[config.mk]
export PLATFORM = sky130hd
export DESIGN_NAME = serial_packet_deframer_unit
export DESIGN_NICKNAME = d
export VERILOG_FILES = /design/src/sv/spd_pkg.sv /design/src/sv/serial_packet_deframer_unit.sv
export SDC_FILE = /design/constraint.sdc
export NUM_CORES = 1
export LEC_CHECK = 0
export ABC_CLOCK_PERIOD_IN_PS = 5000
export BUFFER_PORTS_ARGS = -buffer_cell sky130_fd_sc_hd__buf_2
export CORE_MARGIN = 5
export CORE_UTILIZATION = 55
export DETAILED_ROUTE_END_ITERATION = 12
export PLACE_DENSITY = 0.75
export SLEW_MARGIN = 10
export SYNTH_ARGS = -nofsm -noshare
export SYNTH_HDL_FRONTEND = slang
export SYNTH_SLANG_ARGS = --single-unit
[constraint.sdc]
create_clock -name clk -period 5 [get_ports clk]
set_input_delay 0.25 -clock clk [delete_from_list [all_inputs] [get_ports clk]]
set_output_delay 0.25 -clock clk [all_outputs]
set_load 0.02 [all_outputs]
[src/sv/spd_pkg.sv]
// ----------------------------------------------------------------------------
// Serial packet deframer package
// Shared types, codes and widths for the deframer and its checker.
// ----------------------------------------------------------------------------
`default_nettype none

package spd_pkg;

	localparam int unsigned BYTE_W = 8;
	localparam int unsigned LEN_W  = 16;
	localparam int unsigned CFG_W  = 16;
	localparam int unsigned IDX_W  = 2;

	typedef logic [BYTE_W-1:0] byte_t;
	typedef logic [LEN_W-1:0]  len_t;

	// Packet parse position
	typedef enum logic [2:0] {
		PH_WAIT    = 3'd0,
		PH_SEQ     = 3'd1,
		PH_SIZE_HI = 3'd2,
		PH_SIZE_LO = 3'd3,
		PH_TOKEN   = 3'd4,
		PH_DATA    = 3'd5,
		PH_CHECK   = 3'd6
	} phase_t;

	// Result kinds
	localparam logic [1:0] KIND_DATA = 2'd0;
	localparam logic [1:0] KIND_OK   = 2'd1;
	localparam logic [1:0] KIND_ERR  = 2'd2;

	// Error codes
	localparam logic [2:0] ERR_NONE  = 3'd0;
	localparam logic [2:0] ERR_START = 3'd1;
	localparam logic [2:0] ERR_SEQ   = 3'd2;
	localparam logic [2:0] ERR_SIZE  = 3'd3;
	localparam logic [2:0] ERR_TOKEN = 3'd4;
	localparam logic [2:0] ERR_SUM   = 3'd5;

	// Sequence handling modes
	localparam logic [1:0] SEQ_IGNORE = 2'd0;
	localparam logic [1:0] SEQ_ECHO   = 2'd1;
	localparam logic [1:0] SEQ_TEST   = 2'd2;

	// Configuration register indexes
	localparam logic [IDX_W-1:0] REG_SEQ_MODE   = 2'd0;
	localparam logic [IDX_W-1:0] REG_MAX_LENGTH = 2'd1;
	localparam logic [IDX_W-1:0] REG_START_BYTE = 2'd2;
	localparam logic [IDX_W-1:0] REG_TOKEN_BYTE = 2'd3;

	// Reset values of the configuration registers
	localparam logic [1:0]  RST_SEQ_MODE   = SEQ_TEST;
	localparam logic [15:0] RST_MAX_LENGTH = 16'd275;
	localparam logic [7:0]  RST_START_BYTE = 8'd27;
	localparam logic [7:0]  RST_TOKEN_BYTE = 8'd14;

endpackage : spd_pkg

`default_nettype wire

[src/sv/serial_packet_deframer_unit.sv]
// ----------------------------------------------------------------------------
// Serial packet deframer
// Checks the framing of received packets byte by byte and reports payload
// bytes, accepted packets and protocol errors.
// ----------------------------------------------------------------------------
//
// Use:
//   Input channel (in_valid / in_ready / rx_byte) carries one received byte
//   per item. Output channel (out_valid / out_ready) carries zero or one
//   result item per input byte: a payload byte, a packet-accepted status with
//   its length, or an error with its code. Header bytes that pass their
//   checks give no result.
//   The configuration port (cfg_we / cfg_index / cfg_data) writes seq_mode,
//   max_length, start_byte and token_byte; write only while the block is idle.
// Timing:
//   An accepted byte waits in the input register and is parsed into the result
//   register when the parse stage steps. One byte per cycle is sustained while
//   the result channel is not stalled; the single parse stage between the input
//   register and the result register sets that figure.
// Reset:
//   arst_n clears both stages, returns the parser to waiting for a start
//   byte and loads the registers with their default values.
// Stall:
//   While a result waits, the input register still holds one further byte;
//   in_ready drops only once both stages are full.
// ----------------------------------------------------------------------------
`default_nettype none

module serial_packet_deframer_unit (
	input  wire                          clk,
	input  wire                          arst_n,
	// input byte channel
	input  wire                          in_valid,
	output logic                         in_ready,
	input  wire  [spd_pkg::BYTE_W-1:0]   rx_byte,
	// result channel
	output logic                         out_valid,
	input  wire                          out_ready,
	output logic [1:0]                   kind,
	output logic [spd_pkg::BYTE_W-1:0]   payload_byte,
	output logic [2:0]                   error_code,
	output logic [spd_pkg::LEN_W-1:0]    packet_length,
	// configuration write port
	input  wire                          cfg_we,
	input  wire  [spd_pkg::IDX_W-1:0]    cfg_index,
	input  wire  [spd_pkg::CFG_W-1:0]    cfg_data
);
	import spd_pkg::*;

	// configuration registers
	logic [1:0] seq_mode_q;
	len_t       max_length_q;
	byte_t      start_byte_q;
	byte_t      token_byte_q;

	// input stage
	logic  valid_s1;
	byte_t byte_s1;

	// parser state
	phase_t phase_q, phase_d;
	byte_t  xor_q, xor_d;
	byte_t  size_high_q, size_high_d;
	len_t   exp_len_q, exp_len_d;
	len_t   seen_q, seen_d;
	byte_t  seq_q, seq_d;

	// result of the current byte
	logic       res_valid;
	logic [1:0] res_kind;
	byte_t      res_payload;
	logic [2:0] res_code;
	len_t       res_len;

	logic  step;
	len_t  seen_inc;
	len_t  size_word;
	logic  size_bad;
	logic  seq_bad;

	// Advance the parse stage when the result register is free or draining.
	assign step     = valid_s1 && (!out_valid || out_ready);
	assign in_ready = !valid_s1 || step;

	assign seen_inc  = seen_q + len_t'(1);
	assign size_word = {size_high_q, byte_s1};
	assign size_bad  = size_word > max_length_q;
	assign seq_bad   = (seq_mode_q == SEQ_TEST) && (byte_s1 != seq_q);

	// configuration writes
	always_ff @(posedge clk or negedge arst_n) begin
		if (!arst_n) begin
			seq_mode_q   <= RST_SEQ_MODE;
			max_length_q <= RST_MAX_LENGTH;
			start_byte_q <= RST_START_BYTE;
			token_byte_q <= RST_TOKEN_BYTE;
		end else if (cfg_we) begin
			unique case (cfg_index)
				REG_SEQ_MODE:   seq_mode_q   <= cfg_data[1:0];
				REG_MAX_LENGTH: max_length_q <= cfg_data[LEN_W-1:0];
				REG_START_BYTE: start_byte_q <= cfg_data[BYTE_W-1:0];
				REG_TOKEN_BYTE: token_byte_q <= cfg_data[BYTE_W-1:0];
				default: ;
			endcase
		end
	end

	// input register: hold the byte until the parse stage takes it
	always_ff @(posedge clk or negedge arst_n) begin
		if (!arst_n) begin
			valid_s1 <= 1'b0;
		end else if (in_ready) begin
			valid_s1 <= in_valid;
		end
	end

	always_ff @(posedge clk) begin
		if (in_ready && in_valid) begin
			byte_s1 <= rx_byte;
		end
	end

	// next phase
	always_comb begin
		phase_d = phase_q;
		unique case (phase_q)
			PH_WAIT:    phase_d = (byte_s1 == start_byte_q) ? PH_SEQ : PH_WAIT;
			PH_SEQ:     phase_d = seq_bad ? PH_WAIT : PH_SIZE_HI;
			PH_SIZE_HI: phase_d = PH_SIZE_LO;
			PH_SIZE_LO: phase_d = size_bad ? PH_WAIT : PH_TOKEN;
			PH_TOKEN: begin
				if (byte_s1 != token_byte_q) begin
					phase_d = PH_WAIT;
				end else begin
					phase_d = (exp_len_q == '0) ? PH_CHECK : PH_DATA;
				end
			end
			PH_DATA:    phase_d = (seen_inc >= exp_len_q) ? PH_CHECK : PH_DATA;
			PH_CHECK:   phase_d = PH_WAIT;
			default:    phase_d = PH_WAIT;
		endcase
	end

	// datapath updates and result of the current byte
	always_comb begin
		xor_d       = xor_q;
		size_high_d = size_high_q;
		exp_len_d   = exp_len_q;
		seen_d      = seen_q;
		seq_d       = seq_q;
		res_valid   = 1'b0;
		res_kind    = KIND_DATA;
		res_payload = '0;
		res_code    = ERR_NONE;
		res_len     = '0;
		unique case (phase_q)
			PH_WAIT: begin
				if (byte_s1 == start_byte_q) begin
					xor_d  = byte_s1;
					seen_d = '0;
				end else begin
					res_valid = 1'b1;
					res_kind  = KIND_ERR;
					res_code  = ERR_START;
					xor_d     = '0;
					seen_d    = '0;
				end
			end
			PH_SEQ: begin
				if (seq_bad) begin
					res_valid = 1'b1;
					res_kind  = KIND_ERR;
					res_code  = ERR_SEQ;
					xor_d     = '0;
					seen_d    = '0;
				end else begin
					xor_d = xor_q ^ byte_s1;
					if (seq_mode_q == SEQ_ECHO) begin
						seq_d = byte_s1;
					end else if (seq_mode_q == SEQ_TEST) begin
						seq_d = seq_q + byte_t'(1);
					end
				end
			end
			PH_SIZE_HI: begin
				size_high_d = byte_s1;
				xor_d       = xor_q ^ byte_s1;
			end
			PH_SIZE_LO: begin
				exp_len_d = size_word;
				if (size_bad) begin
					res_valid = 1'b1;
					res_kind  = KIND_ERR;
					res_code  = ERR_SIZE;
					xor_d     = '0;
					seen_d    = '0;
				end else begin
					xor_d = xor_q ^ byte_s1;
				end
			end
			PH_TOKEN: begin
				if (byte_s1 != token_byte_q) begin
					res_valid = 1'b1;
					res_kind  = KIND_ERR;
					res_code  = ERR_TOKEN;
					xor_d     = '0;
				end else begin
					xor_d = xor_q ^ byte_s1;
				end
				seen_d = '0;
			end
			PH_DATA: begin
				xor_d       = xor_q ^ byte_s1;
				seen_d      = seen_inc;
				res_valid   = 1'b1;
				res_kind    = KIND_DATA;
				res_payload = byte_s1;
			end
			PH_CHECK: begin
				res_valid = 1'b1;
				if (byte_s1 != xor_q) begin
					res_kind = KIND_ERR;
					res_code = ERR_SUM;
				end else begin
					res_kind = KIND_OK;
					res_len  = exp_len_q;
				end
				xor_d  = '0;
				seen_d = '0;
			end
			default: begin
				xor_d  = '0;
				seen_d = '0;
			end
		endcase
	end

	// parser state: advance only when the stage steps
	always_ff @(posedge clk or negedge arst_n) begin
		if (!arst_n) begin
			phase_q     <= PH_WAIT;
			xor_q       <= '0;
			size_high_q <= '0;
			exp_len_q   <= '0;
			seen_q      <= '0;
			seq_q       <= '0;
		end else if (step) begin
			phase_q     <= phase_d;
			xor_q       <= xor_d;
			size_high_q <= size_high_d;
			exp_len_q   <= exp_len_d;
			seen_q      <= seen_d;
			seq_q       <= seq_d;
		end
	end

	// result register: drop the old result once taken, load a new one on a step
	always_ff @(posedge clk or negedge arst_n) begin
		if (!arst_n) begin
			out_valid <= 1'b0;
		end else if (step) begin
			out_valid <= res_valid;
		end else if (out_ready) begin
			out_valid <= 1'b0;
		end
	end

	always_ff @(posedge clk) begin
		if (step && res_valid) begin
			kind          <= res_kind;
			payload_byte  <= res_payload;
			error_code    <= res_code;
			packet_length <= res_len;
		end
	end

endmodule : serial_packet_deframer_unit

`default_nettype wire

==> flow_summary.json, run 1 <==
{
  "outcome": "finished clean",
  "seqPwrFrac": 0.409,
  "p_comb_frac": 0.319,
  "syn_inst": 626,
  "numCtsBuffers": 17,
  "placed_area_sq_um": 7370,
  "mostFrequentLayoutCell": "dfrtp_1",
  "post_cts.repair.setup_buffers": 0,
  "core_sq_um": 12500,
  "via_count": 5140,
  "slew_headroom": 0.307,
  "syn2layout_area_growth_pct": 15.5,
  "fin_util": 0.640,
  "worst_pin_slew_ps": 1030,
  "slowest_delay_ps": 590,
  "grt_pass1_vias": 5290,
  "period_needed_ps": 3410,
  "clk_pin_slew_ps": 60,
  "startpoint_type": "flop",
  "design_area_sq_um": 8020,
  "grt_overflow": 0,
  "final_cells": 878,
  "skew_ps": 5.85,
  "die_w_um": 122,
  "dieArea_sq_um": 15000,
  "layout-drive-gt1-share": 0.239,
  "crit_slowest_cell": "or4_1",
  "setup_tns_ps": 0,
  "finalSetupViolCount": 0,
  "cts_tree": "done",
  "globalplace.congestion": 0.911,
  "rows": 41,
  "crit_type": "flop to flop",
  "clockBufferDepth": 2,
  "ys_seq_area_frac": 0.505,
  "irDropWorstVdd_mv": 0.283,
  "wirelength_um": 16100,
  "cp.required_ps": 5300,
  "track_usage": 0.234,
  "clock_latency_ps": 430,
  "crit_path_end_kind": "flop",
  "ys.warnings.count": 0,
  "grt_pass1_wl_um": 26700,
  "timing.fmax_mhz": 293,
  "postRouteAntennaNets": 0,
  "path_cells": "nand4_1, or4_1, or3_1, xnor2_1, ha_1, a21oi_1, o21ai_0, a2111oi_0, o21ai_0, a32oi_1, a21oi_1",
  "io_pins": 62,
  "p_leak_nw": 3.36,
  "dr.pass1.iters": 7,
  "report.final.slew_viol_count": 0,
  "place_inst": 837,
  "port_buffers": 61,
  "cts-root-buf": "clkbuf_16",
  "min_path_type": "input pin to flop",
  "drc_errors": 0,
  "dpl_worst_slack_ps": 1690,
  "netlist_area_sq_um": 6940,
  "maxCapViolations": 0,
  "finalHoldViolCount": 0,
  "synthDistinctLibCells": 59,
  "final_cell_mix": "dfrtp_1, buf_2, inv_1, mux2_2, nand2_1",
  "drt-initial-drc-count": 352,
  "setup_ws_ps": 1590,
  "diodes": 0,
  "clkSinkCount": 132,
  "layout.nets": 761,
  "grt_max_degree": 63,
  "htree_levels": 4,
  "syn_nets": 694,
  "clock_power_share": 0.272,
  "p_int_w": 0.00273,
  "synth-edff-count": 37,
  "switching_share": 0.367,
  "start_util": 0.555,
  "drt-vias-per-instance": 5.85,
  "post-route-period-util": 0.683,
  "synth_ff_type": "dfrtp_1",
  "dp_hpwl_um": 11400,
  "wl_per_cell_um": 18.4,
  "ys_seq_elements": 132,
  "power_density_nw_per_um2": 538,
  "rsz0062_at_grt": "no",
  "antenna_found_initial": 0,
  "arrival_ps": 3720,
  "p_switching_w": 0.00158,
  "async_flop_share": 0.720,
  "avgSynthCellArea_sq_um": 11.1,
  "crit_fanout": 6,
  "die_y_um": 122
}
[sequential cells by signal (all words and copies together) (netlist names), 8 cells and up]
signal / cells
exp_len_q: 16
max_length_q: 16
packet_length: 16
seen_q: 16
byte_s1: 8
payload_byte: 8
seq_q: 8
size_high_q: 8
start_byte_q: 8
token_byte_q: 8
xor_q: 8
[layout make-up]
cell class                      instances  area [sq um]
Timing Repair Buffer                   73           420
Multi-Input combinational cell        414          3110
Sequential cell                       132          3500
Clock buffer                           17           425
Clock inverter                         15           131
Inverter                               55           206
Tap cell                              172           215
Fill cell                            1002          4500
[repair_timing]
| item | 4_1_cts | 5_1_grt |
|---|---|---|
| hold endpoints to repair | 40 | 0 |
| hold buffers | 9 | 0 |
| resized for setup | 0 | 0 |
[cell usage after synthesis, types with 13 or more instances]
library cell	number	area, sq um
nand2_1	39	146
nand3_1	14	70.1
a21oi_1	24	120
nor2_1	18	67.6
nand4_1	13	81.3
xor2_1	16	140
o21ai_0	18	90.1
xnor2_1	30	263
mux2_2	54	608
edfxtp_1	37	1110
dfrtp_1	83	2080
nor3_1	36	180
inv_1	54	203
ha_1	37	463
[routing by layer]
layer / wire [um] / up-vias / GRT usage
met4: 433 / 0 / 0.0952
met2: 7880 / 198 / 0.382
met3: 1090 / 36 / 0.0571
met1: 6720 / 2515 / 0.300
met5: 0 / - / 0
li1: - / 2391 / -
[cell families after synthesis]
kind of cell               count (synthesis)  share of synthesized area
buffers and inverters                     80                     0.0474
adders and majority gates                 37                     0.0667
and+or+nand+nor                          162                      0.120
muxes                                     64                      0.102
AOI/OAI and AO/OA                        105                      0.101
xor gates and xnor gates                  46                     0.0580
DFF                                      132                      0.505
[per-stage QoR]
| stage | hold slack, ps | power, W |
|---|---|---|
| floorplan | -45.6 | 0.00274 |
| global placement | 217 | 0.00308 |
| detailed placement | 220 | 0.00314 |
| CTS | 17.7 | 0.00432 |
| global route | 32.7 | 0.00457 |
| finish | 26.6 | 0.00431 |
[power by group through the flow]
| stage | clock (W) | sequential, W | combinational, W |
|---|---|---|---|
| 6_report | 0.00117 | 0.00177 | 0.00138 |
| 5_1_grt | 0.00124 | 0.00180 | 0.00153 |
| 4_1_cts | 0.00119 | 0.00176 | 0.00138 |
| 3_5_place_dp | 0 | 0.00178 | 0.00136 |
| 3_3_place_gp | 0 | 0.00176 | 0.00132 |
| 2_1_floorplan | 0 | 0.00178 | 0.000963 |
[path summary, 6_finish.rpt]
kind	start	end	slack, ps	cells past startpoint
min	in_valid	valid_s1$_DFFE_PN0N_	30	2
max	seen_q[2]$_DFFE_PN0P_	phase_q[1]$_DFFE_PN0P_	1590	11
min in group asynchronous	arst_n	seen_q[6]$_DFFE_PN0P_	310	2
min reg2reg	max_length_q[14]$_DFFE_PN0P_	max_length_q[14]$_DFFE_PN0P_	510	1
max in group asynchronous	arst_n	seq_mode_q[0]$_DFFE_PN0P_	3550	3
max reg2reg	seen_q[2]$_DFFE_PN0P_	phase_q[1]$_DFFE_PN0P_	1590	11
[critical path: cells and delay by family (launching register included)]
family	cells	cell delay, ps
AND/OR/NAND/NOR	3	1190
flip-flops	1	450
adder cells (fa/ha/maj)	1	310
AO/OA/AOI/OAI	6	1190
XOR/XNOR	1	150
(Power assumes the default switching activity.)
==> run 2, diff against run 1 <==
- ABC_AREA: not set -> 1
- ABC_CLOCK_PERIOD_IN_PS: 5000 -> 3200
- PLACE_DENSITY: 0.75 -> 0.74
- clock period: 5 -> 3.2 ns (I/O delays scaled with it)
==> run 2 against run 1 <==
Effect of this change: maximum frequency up 34%; power is 56% higher; cell area is 8.9% higher; non-clock buffer count rose by 18; clock power increased by 73%; highest routed layer unchanged.
==> flow_summary.json, run 2 <==
{
  "outcome": "finished clean",
  "finalHoldViolCount": 0,
  "crit_type": "flop to flop",
  "synth-simple-area-share": 0.270,
  "drt-initial-drc-count": 530,
  "worst_pin_slew_ps": 1040,
  "ys.warnings.count": 0,
  "seqPwrFrac": 0.380,
  "die_y_um": 127,
  "synth_top_family_by_area": "simple AND/OR/NAND/NOR gates",
  "synth_top_area_frac": 0.276,
  "clkSinkCount": 132,
  "clock_power_share": 0.300,
  "design_area_sq_um": 8730,
  "ys_top_cells_by_area": "dfrtp_1, edfxtp_1, nand2_1, ha_1, inv_1",
  "slowest_delay_ps": 390,
  "grt_pass1_wl_um": 27600,
  "rsz0062_at_grt": "no",
  "crit_path_end_kind": "flop",
  "wirelength_um": 16500,
  "synth-edff-count": 37,
  "post-synth-top-count-cell": "nand2_1",
  "cts_tree": "done",
  "p_switching_w": 0.00248,
  "placed_area_sq_um": 7920,
  "via_count": 6010,
  "clock_latency_ps": 420,
  "ys_seq_elements": 132,
  "timing.fmax_mhz": 393,
  "avgSynthCellArea_sq_um": 8.60,
  "dpl_worst_slack_ps": 656,
  "synth_top_area_cell": "dfrtp_1",
  "start_util": 0.563,
  "synthDistinctLibCells": 49,
  "report.final.slew_viol_count": 0,
  "async_flop_share": 0.720,
  "synthMuxAreaShare": 0,
  "rows": 42,
  "maxCapViolations": 0,
  "final_cell_mix": "nand2_1, inv_1, dfrtp_1",
  "crit_slowest_cell": "dfrtp_1",
  "drc_errors": 0,
  "postRouteAntennaNets": 0,
  "fin_util": 0.654,
  "p_int_w": 0.00425,
  "mostFrequentLayoutCell": "nand2_1",
  "postCtsHoldBufs": 19,
  "min_path_type": "input pin to flop",
  "cp.required_ps": 3510,
  "track_usage": 0.215,
  "dr.pass1.iters": 5,
  "globalplace.congestion": 0.902,
  "synth-xor-area-share": 0.0428,
  "skew_ps": 10.7,
  "die_w_um": 127,
  "grt_overflow": 0,
  "io_pins": 62,
  "p_comb_frac": 0.320,
  "port_buffers": 61,
  "fin_hold_ws_ps": 18.7,
  "arrival_ps": 2860,
  "crit_fanout": 4,
  "period_needed_ps": 2550,
  "path_cells": "ha_1, nand3_1, inv_1, nand4_1, nor3_1, xnor2_1, inv_1, ha_1, nand2_1, inv_1, a221oi_1, o21a_1, nand2_1, nand2_1, nand2_1, nand2_1, nand2_1",
  "numCtsBuffers": 17,
  "syn2layout_area_growth_pct": 16.1,
  "post_cts.repair.setup_buffers": 0,
  "grt_pass1_vias": 5727,
  "switching_share": 0.369,
  "core_sq_um": 13300,
  "layout-drive-gt1-share": 0.173,
  "path_delay_family": "simple AND/OR/NAND/NOR gates",
  "drt-vias-per-instance": 5.24,
  "clockBufferDepth": 2,
  "layout.nets": 1025,
  "netlist_area_sq_um": 7520,
  "setup_ws_ps": 653,
  "syn_nets": 942,
  "diodes": 0,
  "synth_common_cells": "nand2_1, inv_1, dfrtp_1",
  "startpoint_type": "flop",
  "crit_buf_inv": 3,
  "syn_inst": 874,
  "finalSetupViolCount": 0,
  "setup_tns_ps": 0,
  "synth_compound_area_frac": 0.0740,
  "p_leak_nw": 4.34,
  "fill_cells": 1096,
  "cp_common_cell": "nand2_1",
  "post-route-period-util": 0.796,
  "irDropWorstVdd_mv": 0.470,
  "cts_resized": 0,
  "grt_max_degree": 58,
  "dieArea_sq_um": 16100,
  "synth-adder-area-share": 0.0616,
  "htree_levels": 4,
  "clk_pin_slew_ps": 60,
  "synth_ff_type": "dfrtp_1",
  "ys_seq_area_frac": 0.466,
  "antenna_found_initial": 0,
  "dp_hpwl_um": 12000,
  "slew_headroom": 0.307,
  "cts-root-buf": "clkbuf_16",
  "power_density_nw_per_um2": 772,
  "wl_per_cell_um": 14.4
}
run 2: cell count changes after synthesis, sizes merged, moves of 33 or more:
cell   before  now
inv        55  112
mux2       54    0
nand2      39  246
nand3      14   60
nor2       18   86
o21ai      26   59
run 2: area by class of cell:
cell class	count	area, sq um	share of cell area
tap	176	220	0.0252
clock buffer	18	429	0.0492
timing repair buffer	91	581	0.0665
sequential	132	3500	0.401
multi-input combinational	602	3370	0.387
inverter	113	437	0.0500
clock inverter	14	184	0.0211
run 2: logic make-up after synthesis:
logic type               after synthesis
XOR/XNOR                              35
flip-flops                           132
AO/OA/AOI/OAI                        104
adder cells (fa/ha/maj)               37
AND/OR/NAND/NOR                      426
buffers and inverters                140
run 2: path summary, 6_finish.rpt:
path	from	end	slack, ps	cells after the start
worst min register to register	max_length_q[8]$_DFFE_PN1P_	max_length_q[8]$_DFFE_PN1P_	480	2
min in group asynchronous	arst_n	max_length_q[14]$_DFFE_PN0P_	340	2
max in group asynchronous	arst_n	start_byte_q[1]$_DFFE_PN1P_	2040	3
worst max register to register	seen_q[0]$_DFFE_PN0P_	phase_q[1]$_DFFE_PN0P_	650	17
worst min-delay path	cfg_data[9]	max_length_q[9]$_DFFE_PN0P_	20	3
worst max-delay path	seen_q[0]$_DFFE_PN0P_	phase_q[1]$_DFFE_PN0P_	650	17
run 2: tightest hold or removal path, stage by stage:
cell and delay [ps]:
buf_2 80, nor2_1 40, a21oi_1 110
run 2: power by group through the flow:
stage	Combinational (W)	Clock [W]	Sequential, W
after floorplan	0.00148	0	0.00267
after global placement	0.00210	0	0.00257
after detailed placement	0.00214	0	0.00258
after CTS	0.00217	0.00205	0.00256
after global routing	0.00245	0.00212	0.00262
final	0.00216	0.00202	0.00256
run 2: per-layer routing:
metal	wire length (um)	GRT usage	vias to the layer above	part of all wire
met4	451	0.0694	0	0.027
met1	7000	0.271	2817	0.43
met5	0	0	-	0
li1	-	-	2984	-
met2	8160	0.364	168	0.50
met3	851	0.0534	41	0.052
run 2: metrics by stage:
stage | power (W) | cells
3_5_place_dp | 0.00472 | 1095
4_1_cts | 0.00678 | 1146
3_3_place_gp | 0.00466 | 1095
2_1_floorplan | 0.00415 | 874
5_1_grt | 0.00718 | 1146
6_report | 0.00674 | 1146
